<file path="config.mk">
export PLATFORM = sky130hd
export DESIGN_NAME = delta_list_task_scheduler
export DESIGN_NICKNAME = d
export VERILOG_FILES = /design/src/hw/rtl/dlts_pkg.sv /design/src/hw/rtl/dlts_cell.sv /design/src/hw/rtl/delta_list_task_scheduler.sv
export VERILOG_INCLUDE_DIRS = /design/src /design/src/hw/rtl
export SDC_FILE = /design/constraint.sdc
export NUM_CORES = 2
export LEC_CHECK = 0
export CAP_MARGIN = 20
export CORE_AREA = 2 2 307 309
export CTS_CLUSTER_SIZE = 14
export DETAILED_ROUTE_END_ITERATION = 7
export DIE_AREA = 0 0 309 311
export DONT_BUFFER_PORTS = 1
export GPL_TIMING_DRIVEN = 0
export HOLD_SLACK_MARGIN = 0.1
export PLACE_DENSITY = 0.75
export SETUP_SLACK_MARGIN = 0.3
export SYNTH_ARGS = -nofsm -noshare
export SYNTH_HDL_FRONTEND = slang
export SYNTH_SLANG_ARGS = --single-unit
export TNS_END_PERCENT = 1
</file>
<file path="constraint.sdc">
create_clock -name clk -period 10.4 [get_ports clk]
set_clock_uncertainty 0.2 [all_clocks]
set_input_delay 2.08 -clock clk [delete_from_list [all_inputs] [get_ports clk]]
set_output_delay 2.08 -clock clk [all_outputs]
set_load 0.05 [all_outputs]
</file>
<file path="src/hw/rtl/delta_list_task_scheduler_defines.svh">
// ----------------------------------------------------------------------------
// Delta list task scheduler: assertion macros
// Shared check macros, clocked on clk and disabled while rst is high.
// ----------------------------------------------------------------------------
`ifndef DELTA_LIST_TASK_SCHEDULER_DEFINES_SVH
`define DELTA_LIST_TASK_SCHEDULER_DEFINES_SVH

// consequent must hold in the same cycle as the antecedent
`define DLTS_CHECK_NOW(name, ante, cons, msg) \
  name: assert property (@(posedge clk) disable iff (rst) (ante) |-> (cons)) \
    else $error(msg);

// consequent must hold in the cycle after the antecedent
`define DLTS_CHECK_NEXT(name, ante, cons, msg) \
  name: assert property (@(posedge clk) disable iff (rst) (ante) |=> (cons)) \
    else $error(msg);

`endif

</file>
<file path="src/hw/rtl/dlts_pkg.sv">
// ----------------------------------------------------------------------------
// Delta list task scheduler: package
// Sizes, field codes, table entry and cell command types.
// ----------------------------------------------------------------------------
`default_nettype none

package dlts_pkg;

  // table size and derived widths
  localparam int MAX_TASKS = 16;
  localparam int IDX_W     = (MAX_TASKS > 1) ? $clog2(MAX_TASKS) : 1;
  localparam int CNT_W     = $clog2(MAX_TASKS + 1);

  // field widths
  localparam int MODE_W     = 2;
  localparam int MS_W       = 16;
  localparam int DELTA_W    = 13;
  localparam int PERIOD_W   = 16;
  localparam int TAG_W      = 8;
  localparam int STATUS_W   = 2;
  localparam int PEND_W     = 8;
  localparam int IN_DATA_W  = 40;
  localparam int OUT_DATA_W = 8;

  // ms to ticks: x / 10 == (x * 52429) >> 19 for any 16-bit x
  localparam int              PROD_W      = 32;
  localparam logic [MS_W-1:0] DIV10_MUL   = 16'd52429;
  localparam int              DIV10_SHIFT = 19;

  localparam logic [PEND_W-1:0] PEND_MAX = 8'd255;

  // operation codes (tuser of the input beat)
  localparam logic [MODE_W-1:0] MODE_TICK     = 2'd0;
  localparam logic [MODE_W-1:0] MODE_ADD      = 2'd1;
  localparam logic [MODE_W-1:0] MODE_DISPATCH = 2'd2;

  // result codes (tuser of the output beat)
  localparam logic [STATUS_W-1:0] STATUS_NONE  = 2'd0;
  localparam logic [STATUS_W-1:0] STATUS_RUN   = 2'd1;
  localparam logic [STATUS_W-1:0] STATUS_ADDED = 2'd2;
  localparam logic [STATUS_W-1:0] STATUS_FULL  = 2'd3;

  typedef struct packed {
    logic [DELTA_W-1:0]  delta;
    logic [PERIOD_W-1:0] period;
    logic [TAG_W-1:0]    label;
  } entry_t;

  typedef enum logic [1:0] {
    CMD_HOLD,
    CMD_DEC,
    CMD_POP,
    CMD_INSERT
  } cmd_op_t;

  // broadcast to every cell of the chain
  typedef struct packed {
    cmd_op_t          op;
    logic [IDX_W-1:0] pos;
    entry_t           fresh;
  } cell_cmd_t;

  typedef enum logic [2:0] {
    ST_IDLE,
    ST_EXEC,
    ST_DIVIDE,
    ST_SEARCH,
    ST_FINISH
  } state_t;

endpackage

`default_nettype wire

</file>
<file path="src/hw/rtl/dlts_cell.sv">
// ----------------------------------------------------------------------------
// Delta list task scheduler: table cell
// One delta list slot; decrements as head, loads from its left or right
// neighbor on an insert or head removal, fixes successor delta on insert.
// ----------------------------------------------------------------------------
`default_nettype none

module dlts_cell (
  input  logic                      clk,
  input  logic [dlts_pkg::IDX_W-1:0] cell_idx,
  input  dlts_pkg::cell_cmd_t       cmd,
  input  dlts_pkg::entry_t          from_left,
  input  dlts_pkg::entry_t          from_right,
  output dlts_pkg::entry_t          entry
);
  import dlts_pkg::*;

  entry_t         entry_next;
  logic [IDX_W:0] idx_ext;
  logic [IDX_W:0] succ_ext;

  assign idx_ext  = {1'b0, cell_idx};
  assign succ_ext = {1'b0, cmd.pos} + (IDX_W + 1)'(1);

  // slot update
  always_comb begin
    entry_next = entry;
    case (cmd.op)
      CMD_DEC: begin
        if (cell_idx == '0) begin
          entry_next.delta = entry.delta - DELTA_W'(1);
        end
      end
      CMD_POP: begin
        entry_next = from_right;
      end
      CMD_INSERT: begin
        if (cell_idx == cmd.pos) begin
          entry_next = cmd.fresh;
        end else if (idx_ext == succ_ext) begin
          // old occupant of the insert slot: delta now relative to new entry
          entry_next       = from_left;
          entry_next.delta = from_left.delta - cmd.fresh.delta;
        end else if (cell_idx > cmd.pos) begin
          entry_next = from_left;
        end
      end
      default: begin
        entry_next = entry;
      end
    endcase
  end

  always_ff @(posedge clk) begin
    entry <= entry_next;
  end

endmodule

`default_nettype wire

</file>
<file path="src/hw/rtl/delta_list_task_scheduler.sv">
// ----------------------------------------------------------------------------
// Delta list task scheduler
// Timed task table kept as a chain of cells ordered by due time.
// ----------------------------------------------------------------------------
// Usage:
//   Input beat (s_*): tuser selects tick, add or dispatch poll; tdata carries
//   the delay, period and tag of an added task. One output beat (m_*) per
//   input beat: tuser is the status, tdata the tag of a dispatched task.
//   Path of a beat: taken in the idle state, then run in the exec state. A
//   tick, an unused mode, a poll that runs nothing or runs a one-shot task,
//   or an add into a full table then goes to the finish state. An add, or a
//   dispatch of a periodic task, first turns the delay into ticks in the
//   divide state; the insert search then compares one cell per cycle and
//   moves past each entry the new entry walks past. The finish state loads
//   the output register; the next input beat is taken only after that.
//   A result waits in the output register while m_tready is low; a new
//   item is accepted meanwhile, and its own result waits until the
//   register is free. Reset empties the table and clears the pending run
//   count; the cells themselves are not cleared.
// ----------------------------------------------------------------------------
`default_nettype none
`include "delta_list_task_scheduler_defines.svh"

module delta_list_task_scheduler (
  input  logic                             clk,
  input  logic                             rst,
  input  logic                             s_tvalid,
  output logic                             s_tready,
  input  logic [dlts_pkg::IN_DATA_W-1:0]   s_tdata,  // delay_ms, period_ms, task_tag
  input  logic [dlts_pkg::MODE_W-1:0]      s_tuser,  // mode
  output logic                             m_tvalid,
  input  logic                             m_tready,
  output logic [dlts_pkg::OUT_DATA_W-1:0]  m_tdata,  // run_tag
  output logic [dlts_pkg::STATUS_W-1:0]    m_tuser   // status
);
  import dlts_pkg::*;

  // control registers
  state_t              state, state_next;
  logic [CNT_W-1:0]    count, count_next;
  logic [PEND_W-1:0]   pending, pending_next;
  logic                m_tvalid_next;

  // payload registers
  logic [MODE_W-1:0]   mode, mode_next;
  logic [MS_W-1:0]     delay_ms, delay_ms_next;
  logic [PERIOD_W-1:0] period_ms, period_ms_next;
  logic [TAG_W-1:0]    tag, tag_next;
  logic [DELTA_W-1:0]  d, d_next;
  logic [IDX_W-1:0]    pos, pos_next;
  logic [STATUS_W-1:0] res_status, res_status_next;
  logic [TAG_W-1:0]    res_tag, res_tag_next;
  logic [OUT_DATA_W-1:0] m_tdata_next;
  logic [STATUS_W-1:0]   m_tuser_next;

  // chain
  cell_cmd_t cmd;
  entry_t    cells [MAX_TASKS];
  entry_t    head;
  entry_t    sel;

  // decode
  logic              exec_run;
  logic              search_go;
  logic              out_free;
  logic              table_full;
  logic [PROD_W-1:0] product;

  assign s_tready   = (state == ST_IDLE);
  assign head       = cells[0];
  assign sel        = cells[pos];
  assign out_free   = !m_tvalid || m_tready;
  assign table_full = (count == CNT_W'(MAX_TASKS));
  assign exec_run   = (mode == MODE_DISPATCH) && (count != '0) && (pending != '0);
  assign search_go  = (CNT_W'(pos) < count) && (d >= sel.delta);
  assign product    = PROD_W'(delay_ms) * PROD_W'(DIV10_MUL);

  // row of cells
  for (genvar g = 0; g < MAX_TASKS; g++) begin : g_cell
    entry_t left_in;
    entry_t right_in;
    if (g == 0) begin : g_first
      assign left_in = '0;
    end else begin : g_inner_l
      assign left_in = cells[g-1];
    end
    if (g == MAX_TASKS - 1) begin : g_last
      assign right_in = '0;
    end else begin : g_inner_r
      assign right_in = cells[g+1];
    end
    dlts_cell u_cell (
      .clk       (clk),
      .cell_idx  (IDX_W'(g)),
      .cmd       (cmd),
      .from_left (left_in),
      .from_right(right_in),
      .entry     (cells[g])
    );
  end

  // next state
  always_comb begin
    state_next = state;
    case (state)
      ST_IDLE: begin
        if (s_tvalid) state_next = ST_EXEC;
      end
      ST_EXEC: begin
        if (mode == MODE_ADD) begin
          state_next = table_full ? ST_FINISH : ST_DIVIDE;
        end else if (exec_run && (head.period != '0)) begin
          state_next = ST_DIVIDE;
        end else begin
          state_next = ST_FINISH;
        end
      end
      ST_DIVIDE: begin
        state_next = ST_SEARCH;
      end
      ST_SEARCH: begin
        if (!search_go) state_next = ST_FINISH;
      end
      ST_FINISH: begin
        if (out_free) state_next = ST_IDLE;
      end
      default: begin
        state_next = ST_IDLE;
      end
    endcase
  end

  // datapath and outputs
  always_comb begin
    count_next      = count;
    pending_next    = pending;
    mode_next       = mode;
    delay_ms_next   = delay_ms;
    period_ms_next  = period_ms;
    tag_next        = tag;
    d_next          = d;
    pos_next        = pos;
    res_status_next = res_status;
    res_tag_next    = res_tag;
    m_tvalid_next   = m_tvalid && !m_tready;
    m_tdata_next    = m_tdata;
    m_tuser_next    = m_tuser;
    cmd.op          = CMD_HOLD;
    cmd.pos         = pos;
    cmd.fresh.delta  = d;
    cmd.fresh.period = period_ms;
    cmd.fresh.label  = tag;
    case (state)
      ST_IDLE: begin
        if (s_tvalid) begin
          mode_next      = s_tuser;
          delay_ms_next  = s_tdata[MS_W-1:0];
          period_ms_next = s_tdata[MS_W +: PERIOD_W];
          tag_next       = s_tdata[MS_W+PERIOD_W +: TAG_W];
        end
      end
      ST_EXEC: begin
        res_status_next = STATUS_NONE;
        res_tag_next    = '0;
        case (mode)
          MODE_TICK: begin
            // count down the head, then count runs once it is due
            if (count != '0) begin
              if (head.delta == '0) begin
                if (pending != PEND_MAX) pending_next = pending + PEND_W'(1);
              end else begin
                cmd.op = CMD_DEC;
              end
            end
          end
          MODE_ADD: begin
            res_status_next = table_full ? STATUS_FULL : STATUS_ADDED;
          end
          MODE_DISPATCH: begin
            // run the head, drop it, and queue the repeat if periodic
            if (exec_run) begin
              res_status_next = STATUS_RUN;
              res_tag_next    = head.label;
              pending_next    = '0;
              cmd.op          = CMD_POP;
              count_next      = count - CNT_W'(1);
              delay_ms_next   = head.period;
              period_ms_next  = head.period;
              tag_next        = head.label;
            end
          end
          default: begin
            res_status_next = STATUS_NONE;
          end
        endcase
      end
      ST_DIVIDE: begin
        d_next   = product[DIV10_SHIFT +: DELTA_W];
        pos_next = '0;
      end
      ST_SEARCH: begin
        // walk one cell a beat; insert where the remaining delay stops
        if (search_go) begin
          d_next   = d - sel.delta;
          pos_next = pos + IDX_W'(1);
        end else begin
          cmd.op     = CMD_INSERT;
          count_next = count + CNT_W'(1);
        end
      end
      ST_FINISH: begin
        if (out_free) begin
          m_tvalid_next = 1'b1;
          m_tuser_next  = res_status;
          m_tdata_next  = res_tag;
        end
      end
      default: begin
        cmd.op = CMD_HOLD;
      end
    endcase
  end

  // control registers
  always_ff @(posedge clk) begin
    if (rst) begin
      state    <= ST_IDLE;
      count    <= '0;
      pending  <= '0;
      m_tvalid <= 1'b0;
    end else begin
      state    <= state_next;
      count    <= count_next;
      pending  <= pending_next;
      m_tvalid <= m_tvalid_next;
    end
  end

  // payload registers
  always_ff @(posedge clk) begin
    mode       <= mode_next;
    delay_ms   <= delay_ms_next;
    period_ms  <= period_ms_next;
    tag        <= tag_next;
    d          <= d_next;
    pos        <= pos_next;
    res_status <= res_status_next;
    res_tag    <= res_tag_next;
    m_tdata    <= m_tdata_next;
    m_tuser    <= m_tuser_next;
  end

  // checks
  `DLTS_CHECK_NOW(a_insert_room, (state == ST_SEARCH) && !search_go, count < CNT_W'(MAX_TASKS), "insert into a full table")
  `DLTS_CHECK_NOW(a_search_bound, state == ST_SEARCH, CNT_W'(pos) <= count, "search ran past the last entry")
  `DLTS_CHECK_NEXT(a_run_clears, (state == ST_EXEC) && exec_run, pending == '0, "pending runs kept after dispatch")
  `DLTS_CHECK_NEXT(a_accept_exec, s_tvalid && s_tready, state == ST_EXEC, "accepted beat not executed")

endmodule

`default_nettype wire

</file>
* After elaboration in Yosys (flattened, before gate mapping) *
Index checks and enable logic that the tools add are counted.

storage, ports and cells
  flip-flop bits (word level) = 688
  bits in latches = 0
  bits in writable memories = 0
  ROM bits = 0
  input port bits = 46
  output and inout port bits = 12
  word-level logic and storage cells = 344
  memories kept = 0

operators by class
  add/subtract/negate cells = 23
  multiply operators = 1
  divide/modulo/power cells = 0
  magnitude comparators = 19
  equal/unequal tests = 67
  shift-type cells = 0
  multiplexer cells = 124
  bitwise operators = 1
  reductions and logical operators = 47

operators by type and width
  cell                                                           number
  2-to-1 mux 37 bit                                              50
  case mux 24 bit (2 select lines)                               16
  case mux 13 bit (2 select lines)                               16
  subtractor 13 bit                                              16
  binary-select mux 37 bit (select 4 bit)                        1
  2-to-1 mux 16 bit                                              4
  inequality test 4 x 1 -> 1 bit (second input constant)         16
  case mux 16 bit (2 select lines)                               2
  2-to-1 mux 8 bit                                               7
  AND reduction 2 bit                                            21
  == test 4 x 5 -> 1 bit (first input constant)                  8
  case mux 13 bit (3 select lines)                               1
  == test 4 bit (first input constant)                           8
  greater-than comparator 4 bit (first input constant)           8
  multiplier 16 x 16 -> 32 bit (second input constant)           1
  case mux 8 bit (2 select lines)                                2
  == test 3 x 5 -> 1 bit (first input constant)                  4
  inequality test 2 bit (second input constant)                  10
  2-to-1 mux 3 bit                                               6
  == test 3 x 4 -> 1 bit (first input constant)                  4
  greater-than comparator 3 x 4 -> 1 bit (first input constant)  4
  nonzero test 16 bit                                            1
  2-to-1 mux 5 bit                                               3
  case mux 3 bit (5 select lines)                                1
  46 further kinds                                               72

* Logic depth before layout (Yosys ltp) *
  depth in word-level cells = 11
  depth in mapped cells = 25
  mapped depth without buffers = 21

* Cells and area by module *
A second synthesis with hierarchy kept.

unflattened totals
  cell total of the unflattened synthesis = 7333
  area, all modules = 61502.7 um^2

modules (own cells, without submodules)
  module                              times used  cells an instance  area an instance (um^2)  sequential area each (um^2)
  dlts_cell at g_cell[4].u_cell ...   5           380                3148.0                   1111.1
  dlts_cell at g_cell[14].u_cell ...  5           385                3105.5                   1111.1
  dlts_cell at g_cell[0].u_cell ...   5           381                3093.0                   1111.1
  delta_list_task_scheduler           1           1221               11612.4                  2712.6
  dlts_cell at g_cell[9].u_cell       1           382                3158.0                   1111.1

* Least setup slack after synthesis *
No wires, ideal clock.

  kind = flip-flop to flip-flop
  from = register pos[0]
  to = register g_cell[7].u_cell.entry[0] in the netlist's numbering, enable pin
  arrival time = 6769 ps
  slack = 2978 ps
  stages on the path, launching flop included = 19
  path buffers = 6
  period minus slack after synthesis = 7422 ps
  cell sequence = edfxtp_1 -> clkbuf_1 -> buf_1 -> buf_1 -> mux4_1 -> o221ai_1 -> ha_1 -> nand4_1 -> nor2_1 -> a41o_1 -> o41ai_1 -> o2bb2ai_1 -> a22oi_1 -> inv_1 -> ha_1 -> clkbuf_1 -> buf_1 -> buf_1 -> a31oi_1

between the ends
  longest elaborated chain between the ends = 11

RTL lines
  element                                                                                       RTL line                          text
  start: declaration                                                                            delta_list_task_scheduler.sv:50   logic [IDX_W-1:0] pos, pos_next;
  start signal: assignment                                                                      delta_list_task_scheduler.sv:246  pos <= pos_next;
  inverter 4 -> 5 bit (not written as such)                                                     delta_list_task_scheduler.sv:71   assign sel = cells[pos];
  binary-select mux 37 bit (select 4 bit)                                                       delta_list_task_scheduler.sv:71
  2-to-1 mux 37 bit (not written as such) (2 in a row)                                          delta_list_task_scheduler.sv:71
  >= comparator 13 bit                                                                          delta_list_task_scheduler.sv:75   assign search_go = (CNT_W'(pos) < count) && (d >= sel.delta);
  logical AND 1 bit                                                                             delta_list_task_scheduler.sv:75
  2-to-1 mux 2 bit                                                                              delta_list_task_scheduler.sv:203  if (search_go) begin
  case mux 2 bit (2 select lines)                                                               delta_list_task_scheduler.sv:153  case (state)
  == test 2 bit                                                                                 dlts_cell.sv:28                   case (cmd.op)
  inequality test 4 x 1 -> 1 bit (no source line) / nonzero test 2 bit (equally long branches)  n/a
  AND reduction 2 bit (no source line) *                                                        n/a
  end signal: assignment                                                                        dlts_cell.sv:55                   entry <= entry_next;
  end: declaration                                                                              dlts_cell.sv:14                   output dlts_pkg::entry_t entry

Mark *: on every way between the ends. The rest lies on a longest branch, timed or not. The select of a mux whose other input is x is not followed.
A chain may end at the register's enable or synchronous reset.

* Worst setup path in the final report *
  from = register pos[0]
  to = register g_cell[0].u_cell.entry[33] in the netlist's numbering, enable pin

between the ends
  longest elaborated chain between the ends = 11

RTL lines
  element                                                                                       RTL line
  inverter 4 -> 5 bit (not written as such)                                                     delta_list_task_scheduler.sv:71
  binary-select mux 37 bit (select 4 bit)                                                       delta_list_task_scheduler.sv:71
  2-to-1 mux 37 bit (not written as such) (2 in a row)                                          delta_list_task_scheduler.sv:71
  >= comparator 13 bit                                                                          delta_list_task_scheduler.sv:75
  logical AND 1 bit                                                                             delta_list_task_scheduler.sv:75
  2-to-1 mux 2 bit                                                                              delta_list_task_scheduler.sv:203
  case mux 2 bit (2 select lines)                                                               delta_list_task_scheduler.sv:153
  == test 2 bit / == test 2 x 1 -> 1 bit (equally long branches)                                dlts_cell.sv:28
  inequality test 4 x 1 -> 1 bit (no source line) / nonzero test 3 bit (equally long branches)  n/a
  AND reduction 2 bit (no source line) *                                                        n/a
  end signal: assignment                                                                        dlts_cell.sv:55
  end: declaration                                                                              dlts_cell.sv:14

Marks and branches as above.

==> load_flow_metrics.sql <==
INSERT INTO impl_metrics (metric_group, metric, value, unit) VALUES
('setup_path', 'r2r_slack', '10', 'ps'),
('setup_path', 'cp_common_cell', 'sky130_fd_sc_hd__clkbuf_1', ''),
('sta', 'timing.max_slew.rel_slack', '13.6', '%'),
('place', 'detailed_place.area', '53400', 'um2'),
('setup_path', 'timing.critical_path.from_type', 'flop', ''),
('logic_synthesis', 'yosysTopAreaCellShare', '39.7', '%'),
('logic_synthesis', 'postSynthCellCount', '5699', ''),
('logic_synthesis', 'netlist_area', '50800', 'um2'),
('floorplanning', 'rows', '112', ''),
('worst_hold_path', 'min_delay_path_depth', '0', ''),
('floorplanning', 'fp.coreArea', '92800', 'um2'),
('layout', 'flow.area_growth_from_synthesis', '10.4', '%'),
('logic_synthesis', 'synthDistinctLibCells', '86', ''),
('setup_path', 'path_class', 'reg2reg', ''),
('sta', 'final_max_slew_viol_count', '0', ''),
('logic_synthesis', 'synth_top_flop_cell', 'sky130_fd_sc_hd__edfxtp_1', ''),
('floorplanning', 'die_x', '309', 'um'),
('floorplanning', 'io_pins', '58', ''),
('grt', 'grt-busiest-layer', 'met2', ''),
('place', 'routabilityCongestion', '1.11', ''),
('grt', 'globalRouteMet3Util', '10.8', '%'),
('detailed_routing', 'vias_per_cell', '6.83', ''),
('detailed_routing', 'drt_iter0_markers', '7661', ''),
('logic_synthesis', 'synth_sequential_area_ratio', '40.3', '%'),
('detailed_routing', 'routedWlPerCell', '31.2', 'um'),
('setup_path', 'critical_path_required', '10580', 'ps'),
('grt', 'first_global_vias', '46600', ''),
('job', 'maximum_capacitance_violations', '0', ''),
('clocking', 'clk_root_buffer_cell', 'sky130_fd_sc_hd__clkbuf_16', ''),
('logic_synthesis', 'async_reset_ff_share', '0', '%'),
('detailed_routing', 'drt-total-wl', '223', 'mm'),
('grt', 'grt_use_total', '45.6', '%'),
('setup_path', 'timing.critical_path.fanout_max', '10', ''),
('pwr', 'power_density_over_the_cells', '189', 'nW/um2'),
('clocking', 'clock_insertion_delay_worst_skew', '700', 'ps'),
('clocking', 'clockBufferDepth', '3', ''),
('sta', 'tightest_slew', '1300', 'ps'),
('logic_synthesis', 'synth.avg_cell_area', '8.92', 'um2'),
('run_status', 'status', 'complete, no violations', ''),
('sta', 'min_period_over_period', '99.9', '%'),
('pwr', 'p_leak', '0.0217', 'uW'),
('place', 'hpwl', '171', 'mm'),
('grt', 'grt_max_degree', '41', ''),
('worst_hold_path', 'hp-class', 'reg2reg', ''),
('sta', 'clock.fmax', '96.3', 'MHz'),
('sta', 'finalSetupViolCount', '0', ''),
('detailed_routing', 'drc', '0', ''),
('setup_path', 'worstRegToRegCells', '23', ''),
('setup_path', 'crit_path_cell_trace', 'clkbuf_1 > clkbuf_2 > buf_1 > mux2i_1 > o221ai_1 > a21oi_1 > a21oi_1 > a31oi_1 > ha_1 > o21ai_0 > a21oi_1 > o41ai_1 > o2bb2ai_1 > a22oi_1 > inv_1 > ha_1 > clkbuf_1 > buf_8 > clkbuf_1 > buf_8 > clkbuf_1 > mux2i_2 > buf_4', ''),
('sta', 'rsz0062_at_grt', 'false', ''),
('clocking', 'path_clk_slew', '60', 'ps'),
('grt', 'grt.overflow.total', '0', ''),
('grt', 'gr-usage-met2', '67.4', '%'),
('logic_synthesis', 'synth_top_area_cell', 'sky130_fd_sc_hd__edfxtp_1', ''),
('pwr', 'max-vdd-ir-drop', '0.000295', 'V'),
('clocking', 'clock_sinks', '688', ''),
('setup_path', 'worst_ep_arrival_time', '10570', 'ps'),
('detailed_routing', 'postRouteAntennaNets', '0', ''),
('layout', 'drive_gt1_share', '4.77', '%'),
('layout', 'finalNetCount', '6324', ''),
('logic_synthesis', 'synth_warnings', '0', ''),
('setup_path', 'crit_path_end_kind', 'flop', ''),
('clocking', 'cts_post_setup_buffers_inserted', '0', ''),
('logic_synthesis', 'register_bit_total_from_synthesis', '688', ''),
('clocking', 'cts_inserted_buffers', '81', ''),
('layout', 'fillcell_total', '8131', ''),
('logic_synthesis', 'synthTopCellsByCount', 'sky130_fd_sc_hd__nand2_1 (1147), sky130_fd_sc_hd__edfxtp_1 (671), sky130_fd_sc_hd__nor2_1 (572)', ''),
('logic_synthesis', 'syn_nets', '6187', ''),
('floorplanning', 'initial_core_util', '54.8', '%'),
('floorplanning', 'die_y', '311', 'um'),
('grt', 'grt_antenna_before_repair', '15', '');
[cell usage in the layout (no fill, tap or decap), types with 16 or more instances in the layout]
| cell type | synthesis | layout |
|---|---|---|
| sky130_fd_sc_hd__o21ai_0 | 272 | 272 |
| sky130_fd_sc_hd__nand2b_1 | 53 | 53 |
| sky130_fd_sc_hd__nor3_1 | 71 | 67 |
| sky130_fd_sc_hd__mux2i_1 | 78 | 77 |
| sky130_fd_sc_hd__nor2_1 | 572 | 570 |
| sky130_fd_sc_hd__o221ai_1 | 59 | 58 |
| sky130_fd_sc_hd__a21o_1 | 61 | 60 |
| sky130_fd_sc_hd__or3_1 | 17 | 17 |
| sky130_fd_sc_hd__nand3_1 | 61 | 61 |
| sky130_fd_sc_hd__and3_1 | 30 | 30 |
| sky130_fd_sc_hd__o2bb2ai_1 | 57 | 57 |
| sky130_fd_sc_hd__mux4_2 | 27 | 27 |
| sky130_fd_sc_hd__buf_8 | 0 | 23 |
| sky130_fd_sc_hd__and2_1 | 25 | 25 |
| sky130_fd_sc_hd__clkbuf_16 | 0 | 81 |
| sky130_fd_sc_hd__nand2_1 | 1147 | 1147 |
| sky130_fd_sc_hd__ha_1 | 346 | 346 |
| sky130_fd_sc_hd__a21oi_1 | 309 | 305 |
| sky130_fd_sc_hd__a211oi_1 | 72 | 72 |
| sky130_fd_sc_hd__clkinv_1 | 7 | 19 |
| sky130_fd_sc_hd__a31oi_1 | 386 | 381 |
| sky130_fd_sc_hd__o31ai_1 | 21 | 21 |
| sky130_fd_sc_hd__edfxtp_1 | 671 | 671 |
| sky130_fd_sc_hd__o211ai_1 | 63 | 63 |
| sky130_fd_sc_hd__mux2_2 | 18 | 18 |
| sky130_fd_sc_hd__xnor2_1 | 101 | 101 |
| sky130_fd_sc_hd__o311ai_0 | 18 | 18 |
| sky130_fd_sc_hd__dfxtp_1 | 17 | 17 |
| sky130_fd_sc_hd__clkbuf_1 | 354 | 360 |
| sky130_fd_sc_hd__fa_1 | 96 | 96 |
| sky130_fd_sc_hd__clkinv_2 | 0 | 21 |
| sky130_fd_sc_hd__buf_1 | 30 | 24 |
| sky130_fd_sc_hd__buf_12 | 0 | 16 |
| sky130_fd_sc_hd__o21a_1 | 52 | 52 |
| sky130_fd_sc_hd__inv_1 | 286 | 278 |
| sky130_fd_sc_hd__nor2b_1 | 54 | 54 |
| sky130_fd_sc_hd__xor2_1 | 59 | 59 |
[metal layers]
layer  share of wire, %  up-vias  wire length, um
li1                   -    20900                -
met1                 37    23400            82400
met2                 43     3750            94900
met3                 13      817            28400
met4                7.8        8            17500
met5              0.021        -               46
[metrics by stage]
step | util, % | cells | hold slack, ps | setup WS, ps
2_1_floorplan | - | 5699 | 200 | 2980
3_3_place_gp | 56.5 | 6953 | 203 | -2770
3_5_place_dp | 57.6 | 7003 | 205 | 1.72
4_1_cts | 60.4 | 7147 | 218 | 29.6
5_1_grt | 60.4 | 7153 | 232 | 304
6_report | 60.5 | 7158 | 214 | 11.0
[logic make-up (layout without fill, tap and decap cells)]
group	count (synthesis)	in the layout	share of synthesized area, %
xor+xnor	160	160	2.76
flops	688	688	40.3
fa+ha+maj	442	442	12.3
buf+inv	683	881	5.09
other cells	0	7	0
mux	124	124	3.18
simple gates	2083	2083	17.0
compound gates	1519	1519	19.4
[state kept, by name (all words and copies together), names as in the netlist]
name / flops
g_cell.u_cell.entry: 592
delay_ms: 16
period_ms: 16
d: 13
m_tdata: 8
pending: 8
res_tag: 8
tag: 8
count: 5
pos: 4
state: 3
m_tuser: 2
mode: 2
res_status: 2
m_tvalid: 1
[final timing paths]
check | from | end
hold / removal | res_tag[4]$_SDFFCE_PN0P_ | m_tdata[4]$_DFFE_PP_
setup reg to reg | pos[0]$_SDFFCE_PN0P_ | g_cell[0].u_cell.entry[33]$_DFFE_PP_
hold reg to reg | res_tag[4]$_SDFFCE_PN0P_ | m_tdata[4]$_DFFE_PP_
setup / recovery | pos[0]$_SDFFCE_PN0P_ | g_cell[0].u_cell.entry[33]$_DFFE_PP_
[repair_timing]
item | 4_1_cts | 5_1_grt
setup endpoints to repair | 113 | 225
hold buffers | 0 | 0
resized for setup | 2 | 16
[worst max-delay path: cells and delay by family, from the launching register on]
kind | cells | cell delay, ps
AO/OA/AOI/OAI | 9 | 3000
adder cells (fa/ha/maj) | 2 | 750
buffers and inverters | 10 | 4780
flip-flops | 1 | 430
multiplexers | 2 | 910
[cell type report]
cell class              instances  area (um2)  share of cell area (%)
diodes                          7        17.5                  0.0312
plain buffers                 390        1520                    2.70
clock buffers                  94        2080                    3.70
clock inverters                50         475                   0.848
inverters                     293        1100                    1.97
multi-input cells            4328       27900                    49.8
flip-flops and latches        688       20500                    36.5
well taps                    1254        1570                    2.80
repair buffers                 54         905                    1.61
[report_power, final]
group	switching, uW	internal [uW]	leakage [uW]
logic	2760	1720	0.0143
clock network	1310	1570	0.00124
registers	82.1	3150	0.00615
No activity file was read; power rests on OpenSTA's default activity.
